[config.mk]
export PLATFORM = sky130hd
export DESIGN_NAME = fpkm_to_tpm_normalizer
export DESIGN_NICKNAME = d
export VERILOG_FILES = /design/src/rtl/f2t_pkg.sv /design/src/rtl/fpkm_to_tpm_normalizer.sv
export SDC_FILE = /design/constraint.sdc
export NUM_CORES = 2
export LEC_CHECK = 0
export ABC_AREA = 1
export BUFFER_PORTS_ARGS = -buffer_cell sky130_fd_sc_hd__buf_4
export CAP_MARGIN = 20
export CORE_MARGIN = 8
export CORE_UTILIZATION = 29
export DETAILED_ROUTE_END_ITERATION = 12
export GPL_TIMING_DRIVEN = 1
export HOLD_SLACK_MARGIN = 0.05
export SYNTH_ARGS = -nofsm -noshare
export SYNTH_HDL_FRONTEND = slang
export SYNTH_SLANG_ARGS = --single-unit
[constraint.sdc]
create_clock -name clock -period 9.2 [get_ports clock]
set_input_delay 0.46 -clock clock [delete_from_list [all_inputs] [get_ports clock]]
set_output_delay 0.46 -clock clock [all_outputs]
set_load 0.05 [all_outputs]
[src/rtl/f2t_pkg.sv]
// constants, payload types, status codes and sequencer states of the fpkm-to-tpm normalizer
// no dependencies; imported by fpkm_to_tpm_normalizer

package f2t_pkg;

   localparam int SUM_WIDTH    = 48;
   localparam int VALUE_WIDTH  = 32;
   localparam int OUT_WIDTH    = 48;
   localparam int MCOUNT_WIDTH = 32;
   localparam int ZCOUNT_WIDTH = 16;
   localparam int STATUS_WIDTH = 3;

   // 1e6 in q.16
   localparam int NUM_WIDTH = 36;
   localparam logic [NUM_WIDTH-1:0] SCALE_NUM = 36'd65536000000;

   localparam int MANT_WIDTH   = 32;
   localparam int DIV_PRESHIFT = SUM_WIDTH - NUM_WIDTH;
   localparam int SHIFT_BASE   = DIV_PRESHIFT + MANT_WIDTH - 1;
   localparam int MAX_LSHIFT   = SUM_WIDTH - 1 - SHIFT_BASE;
   localparam int SHIFT_WIDTH  = 8;
   localparam int ALIGN_WIDTH  = $clog2(SUM_WIDTH);
   localparam int BIT_WIDTH    = $clog2(MANT_WIDTH);
   localparam int PROD_WIDTH   = 2 * MANT_WIDTH;
   localparam int Q_WIDTH      = PROD_WIDTH + MAX_LSHIFT;

   localparam logic KIND_SUM   = 1'b0;
   localparam logic KIND_SCALE = 1'b1;

   typedef enum logic [STATUS_WIDTH-1:0] {
      STATUS_OK        = 3'd0,
      STATUS_REJECTED  = 3'd1,
      STATUS_ZERO      = 3'd2,
      STATUS_NEGATIVE  = 3'd3,
      STATUS_SATURATED = 3'd4
   } status_type;

   typedef enum logic [2:0] {
      ST_IDLE,
      ST_ALIGN,
      ST_DIVIDE,
      ST_MULT,
      ST_ROUND,
      ST_FINISH
   } state_type;

   typedef struct packed {
      logic                          kind;
      logic signed [VALUE_WIDTH-1:0] sample_value;
      logic                          is_missing;
      logic                          column_start;
   } req_payload_type;

   typedef struct packed {
      logic signed [OUT_WIDTH-1:0] tpm_value;
      status_type                  status;
      logic [MCOUNT_WIDTH-1:0]     missing_total;
      logic [ZCOUNT_WIDTH-1:0]     zero_columns;
   } rsp_payload_type;

endpackage

[src/rtl/fpkm_to_tpm_normalizer.sv]
// fpkm-to-tpm normalizer top level: sum pass, per-column reciprocal, scale pass
// depends on f2t_pkg

// One transaction is taken at a time. A sum-pass transaction has its result
// registered at the accepting edge, and the next transaction can follow in
// the next cycle unless the result register is stalled. A scale-pass
// transaction with a positive total and a present value goes through the one
// 32x32 multiplier (ST_MULT) and the rounding shifter (ST_ROUND) to ST_FINISH;
// one with a zero or negative total or a missing value skips both. The first
// scale-pass transaction of a column with a positive total first forms the
// reciprocal on a shared compare/subtract unit: alignment of the divisor, then
// 32 quotient bits. A new transaction is accepted only while the sequencer is
// idle and the result register is empty or being drained.

module fpkm_to_tpm_normalizer (
   input  logic                     clock,
   input  logic                     reset,
   input  logic                     req_valid,
   output logic                     req_stall,
   input  f2t_pkg::req_payload_type req_payload,
   output logic                     rsp_valid,
   input  logic                     rsp_stall,
   output f2t_pkg::rsp_payload_type rsp_payload,
   input  logic                     csr_write_en,
   input  logic                     csr_write_data
);
   import f2t_pkg::*;

   localparam logic [SUM_WIDTH:0] DIV_INIT =
      (SUM_WIDTH+1)'(SCALE_NUM) << DIV_PRESHIFT;
   localparam logic [Q_WIDTH-1:0] LIM_POS = (Q_WIDTH)'({1'b0, {(OUT_WIDTH-1){1'b1}}});
   localparam logic [Q_WIDTH-1:0] LIM_NEG = (Q_WIDTH)'({1'b1, {(OUT_WIDTH-1){1'b0}}});
   localparam logic signed [SUM_WIDTH-1:0] SUM_MAX = {1'b0, {(SUM_WIDTH-1){1'b1}}};
   localparam logic signed [SUM_WIDTH-1:0] SUM_MIN = {1'b1, {(SUM_WIDTH-1){1'b0}}};

   state_type state_ff, state_in;

   logic                          maz_ff, maz_in;
   logic signed [SUM_WIDTH-1:0]   sum_ff, sum_in;
   logic                          ready_ff, ready_in;
   logic [MCOUNT_WIDTH-1:0]       mcount_ff, mcount_in;
   logic [ZCOUNT_WIDTH-1:0]       zcount_ff, zcount_in;
   logic [MANT_WIDTH-1:0]         mant_ff, mant_in;
   logic signed [SHIFT_WIDTH-1:0] shift_ff, shift_in;

   logic [SUM_WIDTH:0]            rem_ff, rem_in;
   logic [SUM_WIDTH-1:0]          dvs_ff, dvs_in;
   logic [ALIGN_WIDTH-1:0]        align_ff, align_in;
   logic [BIT_WIDTH-1:0]          bit_ff, bit_in;

   req_payload_type               item_ff, item_in;
   logic [MANT_WIDTH-1:0]         mag_ff, mag_in;
   logic [PROD_WIDTH-1:0]         prod_ff, prod_in;
   logic [Q_WIDTH-1:0]            q_ff, q_in;

   logic                          rsp_valid_ff, rsp_valid_in;
   rsp_payload_type               rsp_ff, rsp_in;

   logic                          req_accept;
   logic                          sum_pos, sum_zero, sum_neg;
   logic signed [SUM_WIDTH-1:0]   base_sum;
   logic signed [SUM_WIDTH:0]     sum_ext;
   logic [SUM_WIDTH:0]            cmp_b, cmp_diff;
   logic                          cmp_ge;
   logic [PROD_WIDTH:0]           rnd_sum, rnd_bit;
   logic [SHIFT_WIDTH-1:0]        shr_amt, shl_amt;
   logic [Q_WIDTH-1:0]            lim, sat_mag;
   logic                          sat;
   logic [OUT_WIDTH-1:0]          scaled;

   assign req_stall   = (state_ff != ST_IDLE) || (rsp_valid_ff && rsp_stall);
   assign req_accept  = req_valid && !req_stall;
   assign rsp_valid   = rsp_valid_ff;
   assign rsp_payload = rsp_ff;

   assign sum_neg  = sum_ff[SUM_WIDTH-1];
   assign sum_zero = (sum_ff == '0);
   assign sum_pos  = !sum_neg && !sum_zero;

   // shared compare/subtract unit: alignment tests rem >= 2*dvs, division rem >= dvs
   assign cmp_b    = (state_ff == ST_ALIGN) ? {dvs_ff, 1'b0} : {1'b0, dvs_ff};
   assign cmp_ge   = (rem_ff >= cmp_b);
   assign cmp_diff = rem_ff - cmp_b;

   always_ff @(posedge clock) begin
      if (reset) begin
         state_ff     <= ST_IDLE;
         maz_ff       <= 1'b1;
         sum_ff       <= '0;
         ready_ff     <= 1'b0;
         mcount_ff    <= '0;
         zcount_ff    <= '0;
         mant_ff      <= '0;
         shift_ff     <= '0;
         rsp_valid_ff <= 1'b0;
      end else begin
         state_ff     <= state_in;
         maz_ff       <= maz_in;
         sum_ff       <= sum_in;
         ready_ff     <= ready_in;
         mcount_ff    <= mcount_in;
         zcount_ff    <= zcount_in;
         mant_ff      <= mant_in;
         shift_ff     <= shift_in;
         rsp_valid_ff <= rsp_valid_in;
      end
   end

   always_ff @(posedge clock) begin
      rem_ff   <= rem_in;
      dvs_ff   <= dvs_in;
      align_ff <= align_in;
      bit_ff   <= bit_in;
      item_ff  <= item_in;
      mag_ff   <= mag_in;
      prod_ff  <= prod_in;
      q_ff     <= q_in;
      rsp_ff   <= rsp_in;
   end

   always_comb begin
      state_in     = state_ff;
      maz_in       = csr_write_en ? csr_write_data : maz_ff;
      sum_in       = sum_ff;
      ready_in     = ready_ff;
      mcount_in    = mcount_ff;
      zcount_in    = zcount_ff;
      mant_in      = mant_ff;
      shift_in     = shift_ff;
      rem_in       = rem_ff;
      dvs_in       = dvs_ff;
      align_in     = align_ff;
      bit_in       = bit_ff;
      item_in      = item_ff;
      mag_in       = mag_ff;
      prod_in      = prod_ff;
      q_in         = q_ff;
      rsp_valid_in = rsp_valid_ff && rsp_stall;
      rsp_in       = rsp_ff;

      base_sum = req_payload.column_start ? '0 : sum_ff;
      sum_ext  = {base_sum[SUM_WIDTH-1], base_sum}
               + (SUM_WIDTH+1)'(req_payload.sample_value);

      shr_amt = shift_ff;
      shl_amt = -shift_ff;
      rnd_bit = (PROD_WIDTH+1)'(1) << (shr_amt - SHIFT_WIDTH'(1));
      rnd_sum = {1'b0, prod_ff} + rnd_bit;

      lim     = item_ff.sample_value[VALUE_WIDTH-1] ? LIM_NEG : LIM_POS;
      sat     = (q_ff > lim);
      sat_mag = sat ? lim : q_ff;
      scaled  = item_ff.sample_value[VALUE_WIDTH-1] ? -sat_mag[OUT_WIDTH-1:0]
                                                   : sat_mag[OUT_WIDTH-1:0];

      unique case (state_ff)
         ST_IDLE: begin
            if (req_accept) begin
               item_in = req_payload;
               mag_in  = req_payload.sample_value[VALUE_WIDTH-1]
                       ? MANT_WIDTH'(-req_payload.sample_value)
                       : MANT_WIDTH'(req_payload.sample_value);
               if (req_payload.kind == KIND_SUM) begin
                  ready_in = 1'b0;
                  rsp_in.tpm_value = '0;
                  rsp_in.status    = STATUS_OK;
                  if (req_payload.is_missing) begin
                     sum_in = base_sum;
                     if (mcount_ff != '1) begin
                        mcount_in = mcount_ff + MCOUNT_WIDTH'(1);
                     end
                     rsp_in.status = maz_ff ? STATUS_OK : STATUS_REJECTED;
                  end else if (sum_ext[SUM_WIDTH] != sum_ext[SUM_WIDTH-1]) begin
                     sum_in        = sum_ext[SUM_WIDTH] ? SUM_MIN : SUM_MAX;
                     rsp_in.status = STATUS_SATURATED;
                  end else begin
                     sum_in = sum_ext[SUM_WIDTH-1:0];
                  end
                  rsp_in.missing_total = mcount_in;
                  rsp_in.zero_columns  = zcount_ff;
                  rsp_valid_in = 1'b1;
               end else begin
                  ready_in = 1'b1;
                  if (req_payload.column_start || !ready_ff) begin
                     if (sum_zero && zcount_ff != '1) begin
                        zcount_in = zcount_ff + ZCOUNT_WIDTH'(1);
                     end
                  end
                  if ((req_payload.column_start || !ready_ff) && sum_pos) begin
                     rem_in   = DIV_INIT;
                     dvs_in   = sum_ff;
                     align_in = '0;
                     state_in = ST_ALIGN;
                  end else if (sum_pos && !req_payload.is_missing) begin
                     state_in = ST_MULT;
                  end else begin
                     state_in = ST_FINISH;
                  end
               end
            end
         end
         ST_ALIGN: begin
            if (cmp_ge) begin
               dvs_in   = {dvs_ff[SUM_WIDTH-2:0], 1'b0};
               align_in = align_ff + ALIGN_WIDTH'(1);
            end else begin
               shift_in = SHIFT_WIDTH'(SHIFT_BASE) - SHIFT_WIDTH'(align_ff);
               bit_in   = '0;
               state_in = ST_DIVIDE;
            end
         end
         ST_DIVIDE: begin
            mant_in = {mant_ff[MANT_WIDTH-2:0], cmp_ge};
            rem_in  = cmp_ge ? {cmp_diff[SUM_WIDTH-1:0], 1'b0}
                             : {rem_ff[SUM_WIDTH-1:0], 1'b0};
            bit_in  = bit_ff + BIT_WIDTH'(1);
            if (bit_ff == BIT_WIDTH'(MANT_WIDTH - 1)) begin
               state_in = item_ff.is_missing ? ST_FINISH : ST_MULT;
            end
         end
         ST_MULT: begin
            prod_in  = mag_ff * mant_ff;
            state_in = ST_ROUND;
         end
         ST_ROUND: begin
            priority if (shift_ff > 0) begin
               q_in = Q_WIDTH'(rnd_sum >> shr_amt);
            end else if (shift_ff < 0) begin
               q_in = Q_WIDTH'(prod_ff) << shl_amt;
            end else begin
               q_in = Q_WIDTH'(prod_ff);
            end
            state_in = ST_FINISH;
         end
         ST_FINISH: begin
            rsp_in.tpm_value = '0;
            rsp_in.status    = STATUS_OK;
            if (item_ff.is_missing) begin
               priority if (!maz_ff) begin
                  rsp_in.status = STATUS_REJECTED;
               end else if (sum_zero) begin
                  rsp_in.status = STATUS_ZERO;
               end else if (sum_neg) begin
                  rsp_in.status = STATUS_NEGATIVE;
               end else begin
                  rsp_in.status = STATUS_OK;
               end
            end else if (sum_zero) begin
               rsp_in.status = STATUS_ZERO;
            end else if (sum_neg) begin
               rsp_in.tpm_value = OUT_WIDTH'(item_ff.sample_value);
               rsp_in.status    = STATUS_NEGATIVE;
            end else begin
               rsp_in.tpm_value = scaled;
               rsp_in.status    = sat ? STATUS_SATURATED : STATUS_OK;
            end
            rsp_in.missing_total = mcount_ff;
            rsp_in.zero_columns  = zcount_ff;
            rsp_valid_in = 1'b1;
            state_in     = ST_IDLE;
         end
         default: begin
            state_in = ST_IDLE;
         end
      endcase
   end

endmodule
# After elaboration in Yosys (flattened, before gate mapping)
# Index checks and enable logic that the tools add are counted.
# word_totals
input_bits	41
latch_bits	0
mem_count	0
rom_bits	0
mem_bits_rw	0
wordCells	147
register_bits	545
out_inout_bits	101
# classes
muxes	57
reduce_logical	29
n_eq_ne	16
n_addsub	12
bitwise	2
n_shift	3
n_lt_le_gt_ge	4
mul	1
div_mod_pow	0
# ops
operator	n
2-to-1 mux 48 bit	13
2-to-1 mux 49 bit	5
2-to-1 mux 99 bit	2
case mux 99 bit (2 select lines)	1
2-to-1 mux 68 bit	2
case mux 49 bit (2 select lines)	1
case mux 48 bit (2 select lines)	1
> comparator 68 x 48 -> 1 bit	1
left shift 64 x 8 -> 68 bit	1
right shift 65 x 8 -> 68 bit	1
adder 64 x 65 -> 65 bit	1
left shift 1 x 8 -> 65 bit (first input constant)	1
multiplier 32 x 32 -> 64 bit	1
2-to-1 mux 32 bit	2
2-to-1 mux 51 bit	1
adder 48 x 32 -> 49 bit	1
>= comparator 49 bit	1
zero test 48 bit	1
negator 48 bit	1
subtractor 48 bit	1
2-to-1 mux 3 bit	12
adder 32 x 1 -> 32 bit (second input constant)	1
inequality test 32 bit (second input constant)	1
negator 32 bit	1
other kinds (35)	70

# Depth between registers and ports, before layout
# logic_depth
ltp_word	9
depth_mapped	42
mapped_depth_nobuf	39

# Worst setup path after synthesis
# No wires, ideal clock.
# synth_path
kind	register to register
start	register mant_ff[6]
end	register prod_ff[54], data pin
path_slack_ns	2.265
setup_ns	0.258
arrival_ns	6.677
path_buffers	2
t_required_ns	8.942
path_stages_with_launch	30
cell_sequence	dfxtp_1 > clkbuf_1 > clkbuf_1 > nand2_1 > inv_1 > fa_1 > fa_1 > fa_1 > inv_1 > fa_1 > inv_1 > fa_1 > inv_1 > fa_1 > inv_1 > fa_1 > fa_1 > ha_1 > a21oi_1 > inv_1 > a31oi_1 > inv_1 > a211oi_1 > o21bai_1 > a21oi_1 > o21ai_0 > a21oi_1 > inv_1 > a21oi_1 > xnor2_1
# synth_between
elab_chain_len	1
# synth_lines
item	line	text
start, declared	fpkm_to_tpm_normalizer.sv:43	logic [MANT_WIDTH-1:0] mant_ff, mant_in;
start signal, assigned	fpkm_to_tpm_normalizer.sv:103	mant_ff <= mant_in;
multiplier 32 x 32 -> 64 bit	fpkm_to_tpm_normalizer.sv:222	prod_in = mag_ff * mant_ff;
end signal, assigned	fpkm_to_tpm_normalizer.sv:116	prod_ff <= prod_in;
end, declared	fpkm_to_tpm_normalizer.sv:53	logic [PROD_WIDTH-1:0] prod_ff, prod_in;
# Every way passes these cells.
# A chain may end at the register's enable or synchronous reset.

# Worst setup path in the final report
# layout_path
start	register mant_ff[4]
end	register prod_ff[62], data pin
# Same word-level chain as after synthesis.

==> results by stage <==
Die:
- Once the floorplan was initialized, standard cells occupied 29.2% of the core.
- The die is 541 µm tall.
- The number of placement rows is 192.
- During I/O placement, the number of pins put on the boundary was 142.
- The floorplan step defined a die boundary enclosing 0.292 mm².
- The total area inside the core boundary comes to 0.274 mm².
- The die is 541 µm wide.

Critical path:
- The cell with the largest stage delay on the worst path is sky130_fd_sc_hd__dfxtp_1.
- The type of origin of the critical path is a flop.
- The maximum fanout encountered on the critical timing path is 18.
- The beginning of the worst register-to-register path is mant_ff[4].
- In this design, the stage delay of the slowest critical-path cell is 0.74 ns.
- The startpoint of the most critical setup path is mant_ff[4].
- The terminus of the critical flop-to-flop path is prod_ff[62].
- The class of the most critical setup path is reg2reg.
- The critical path data required time is 9.60 ns.
- The arrival time reported for the critical path endpoint is 8.48 ns.
- Counting cells, the worst reg-to-reg path comes to 26.
- The setup slack on the worst flop-to-flop path is 1.12 ns.
- The most frequent cell on the critical path is sky130_fd_sc_hd__fa_1.
- STA classifies the critical path endpoint as a flop.

Finish:
- The fraction of layout instances using a drive strength above 1 is 4.52%.
- In the final layout, the multi-input gates occupy 0.0546 mm².
- The number of fill cells is 29,600.
- The layout overhead on the synthesized area is 8.99%.
- The area used by sequential logic in the layout is 0.0149 mm².
- The final-stage net count is 12,400.
- The final standard cell count with taps included and fillers excluded is 14,600.

Place:
- The final weighted congestion in routability-driven placement is 1.04.
- The final HPWL from detailed placement is 237,000 µm.
- Before CTS, the worst setup slack after placement is 1.17 ns.
- During placement, the flow inserted port buffers numbering 141.
- The number of placed instances, taps included, is 14,500.

Yosys:
- The most used flip-flop cell after synthesis is sky130_fd_sc_hd__edfxtp_1.
- sky130_fd_sc_hd__fa_1 takes more of the synthesized area than any other cell.
- The post-synthesis average cell area is 7.16 µm².
- The count of cell types in the netlist is 66.
- Sorting the synthesized cells by area gives the leading types as sky130_fd_sc_hd__fa_1 23%, sky130_fd_sc_hd__edfxtp_1 15%, sky130_fd_sc_hd__nand2_1 13%, sky130_fd_sc_hd__inv_1 10%, sky130_fd_sc_hd__ha_1 7.6%.
- The summed instance area of the synthesized netlist is 0.0798 mm².
- After synthesis, flip-flops and latches occupy 18.7% of the total area.
- Summed over its instances, the top area cell type makes up 22.5% of the synthesized netlist area.
- After synthesis, the share of flip-flops with an asynchronous set or reset is 0%.
- The number of storage elements in the synthesis netlist is 543.
- The number of enable flip-flop cells after synthesis is 402.
- The count of synthesis-stage warnings from yosys is 0.
- The post-synth net total is 12,600.
- After technology mapping, the gate count stands at 11,200.

Worst hold path:
- Along the worst hold path, the cell count comes to 1.
- The source of the worst hold timing path is req_payload[29].
- The tightest min-delay check is of the in2reg type.
- The hold path endpoint is item_ff[29].

CTS:
- The cell at the root of the clock tree is sky130_fd_sc_hd__clkbuf_16.
- The deepest level of the CTS H-tree is 3.
- The number of buffers between clock root and the deepest sink is 3.
- The clock slew seen by the registers of the worst setup and hold paths is 0.06 ns.
- The number of sinks handled by clock tree synthesis is 543.
- TritonCTS built the clock tree.
- The number of clock buffers inserted by TritonCTS is 66.
- The worst-skew pair later-pin latency is 0.68 ns.

Global routing:
- The global-route wire length before repair is 443,000 µm.
- The final global-route overflow total is 0.
- The overall routing resource usage is 19.3%.
- The number of antenna violations at the first check in global routing came to 7.
- The maximum number of pins on one net before global-route repair is 92.
- The number of global-route vias before repair came to 72,100.

Timing:
- Dividing the final minimum period by the clock period gives 87.8%.
- Setup repair after global routing left no endpoint under its margin.
- The number of hold-slack violations in the final timing report is 0.
- The worst slack on hold paths is 0.109 ns.
- Setup violations remaining at the end of the flow were counted as 0.
- The number of max-slew violations in the final report was 0.
- Static timing analysis puts the maximum clock frequency at 0.124 GHz.
- The worst slew margin relative to its limit is 18.2%.
- The post-layout worst setup margin is 1.12 ns.
- In the final timing run, aggregate negative setup slack is 0 ns.
- The post-layout minimum cycle time is 8.08 ns.
- Between clock sinks in the finished design, the worst skew comes to 0.0424 ns.
- For the pin with the worst max-slew slack, the measured transition is 1.21 ns.

Outcome:
- The flow ran to the end, and the final reports show no timing, DRC or antenna violations.

Route:
- The count of nets left with antenna violations once routing finished came out at 0.
- Using the TritonRoute via totals, the vias-per-cell ratio works out to 5.02.
- For this block, the routed nets add up to 291,000 µm of wire.
- The via total after detailed routing is 73,500.
- After detailed routing, the average wire length per cell comes to 19.9 µm.
- The violation count after the first detailed-route iteration is 7,114.
- The pre-antenna-repair detailed-routing pass consisted of 9 iterations.
- The detailed-route DRC error count is 0.

Flow run:
- The max-cap check violation count is 0.
per-stage QoR:
| step | instance area, µm² | util (%) |
|---|---|---|
| final | 87000 | 31.8 |
| after global routing | 87000 | 31.8 |
| after CTS | 87000 | 31.8 |
| after detailed placement | 84600 | 30.9 |
| after global placement | 84500 | 30.9 |
| after floorplan | 79800 | - |
cell type report:
| class | instances | share of cell area (%) |
|---|---|---|
| Antenna cell | 4 | 0.0115 |
| Inverter | 2237 | 9.65 |
| Clock inverter | 28 | 0.403 |
| Clock buffer | 94 | 2.20 |
| Sequential cell | 543 | 17.1 |
| Timing Repair Buffer | 303 | 2.74 |
| Multi-Input combinational cell | 7847 | 62.7 |
| Tap cell | 3589 | 5.16 |
cells in the mapped netlist, types with 18 or more instances:
cell type                  number
sky130_fd_sc_hd__nand3b_1      18
sky130_fd_sc_hd__ha_1         486
sky130_fd_sc_hd__o21ai_1       23
sky130_fd_sc_hd__a31oi_1       89
sky130_fd_sc_hd__dfxtp_1      141
sky130_fd_sc_hd__o21ai_0      689
sky130_fd_sc_hd__xor2_1       145
sky130_fd_sc_hd__o22ai_1       40
sky130_fd_sc_hd__inv_1       2218
sky130_fd_sc_hd__o21a_1        28
sky130_fd_sc_hd__nor2_2        18
sky130_fd_sc_hd__clkbuf_1     430
sky130_fd_sc_hd__xnor2_1       95
sky130_fd_sc_hd__a21oi_1      494
sky130_fd_sc_hd__mux2i_1       53
sky130_fd_sc_hd__nor4_1        38
sky130_fd_sc_hd__buf_1         67
sky130_fd_sc_hd__fa_1         899
sky130_fd_sc_hd__nand2_1     2706
sky130_fd_sc_hd__nand3_1      746
sky130_fd_sc_hd__edfxtp_1     402
sky130_fd_sc_hd__o211ai_1     109
sky130_fd_sc_hd__nand4_1       68
sky130_fd_sc_hd__o21bai_1      63
sky130_fd_sc_hd__nor3_1        75
sky130_fd_sc_hd__nor2_1       815
cells in the final DEF (no fill, tap or decap), drive strengths merged, types with 8 or more instances in the layout:
cell type	Yosys	routed
a211oi	8	8
a21boi	14	14
a21o	12	12
a21oi	497	497
a31oi	89	89
buf	96	287
clkbuf	430	96
clkinv	12	26
dfxtp	141	141
dlygate4sd3	0	14
edfxtp	402	402
fa	899	899
ha	486	486
inv	2225	2233
mux2i	53	53
nand2	2725	2725
nand3	750	750
nand3b	18	18
nand4	68	68
nor2	835	835
nor3	78	78
nor4	38	38
o211ai	110	110
o21a	28	28
o21ai	717	717
o21bai	63	63
o221ai	13	13
o22ai	40	40
or2	20	20
xnor2	95	95
xor2	145	145
registers in the layout (all words and copies together) (netlist names), 7 cells and up:
name,count
shift_ff,7
prod_ff,64
mcount_ff,32
mag_ff,31
rem_ff,48
dvs_ff,48
rsp_payload,99
item_ff,33
q_ff,68
mant_ff,32
zcount_ff,16
sum_ff,48
per-layer routing:
metal | vias to the layer above | track usage, % | wire length, µm
met5 | - | 0 | 46
met4 | 6 | 7.64 | 13200
met3 | 536 | 2.56 | 21800
met2 | 2904 | 30.7 | 129000
met1 | 35400 | 26.6 | 127000
li1 | 34600 | - | -
cells by family after synthesis:
group	synth area share [%]
AO/OA/AOI/OAI	11.3
XOR/XNOR	2.63
AND/OR/NAND/NOR	23.4
adder cells (fa/ha/maj)	30.2
buffers and inverters	13.1
multiplexers	0.665
flip-flops	18.7
worst max-delay path by stage:
stage,to,slack [ns]
floorplan,prod_ff[54],2.26
global placement,prod_ff[54],1.21
detailed placement,prod_ff[62],1.17
CTS,prod_ff[62],1.17
global route,prod_ff[62],0.71
finish,prod_ff[62],1.12
worst max-delay path, delay by kind of cell (launching register included):
family	cells	cell delay, ns
fa+ha+maj	9	4.19
compound gates	8	1.90
buf+inv	7	0.83
simple gates	1	0.07
xor+xnor	1	0.09
flops	1	0.74
what timing repair did:
item | 4_1_cts | 5_1_grt
endpoints found under the hold margin | 13 | 0
hold buffers | 14 | 0
endpoints found under the setup margin | 0 | 0
gates resized for setup | 0 | 0
buffers inserted | 0 | 0
Power is not shown: default switching activity piles up to over one toggle a cycle in this logic, so the estimate is an artifact.
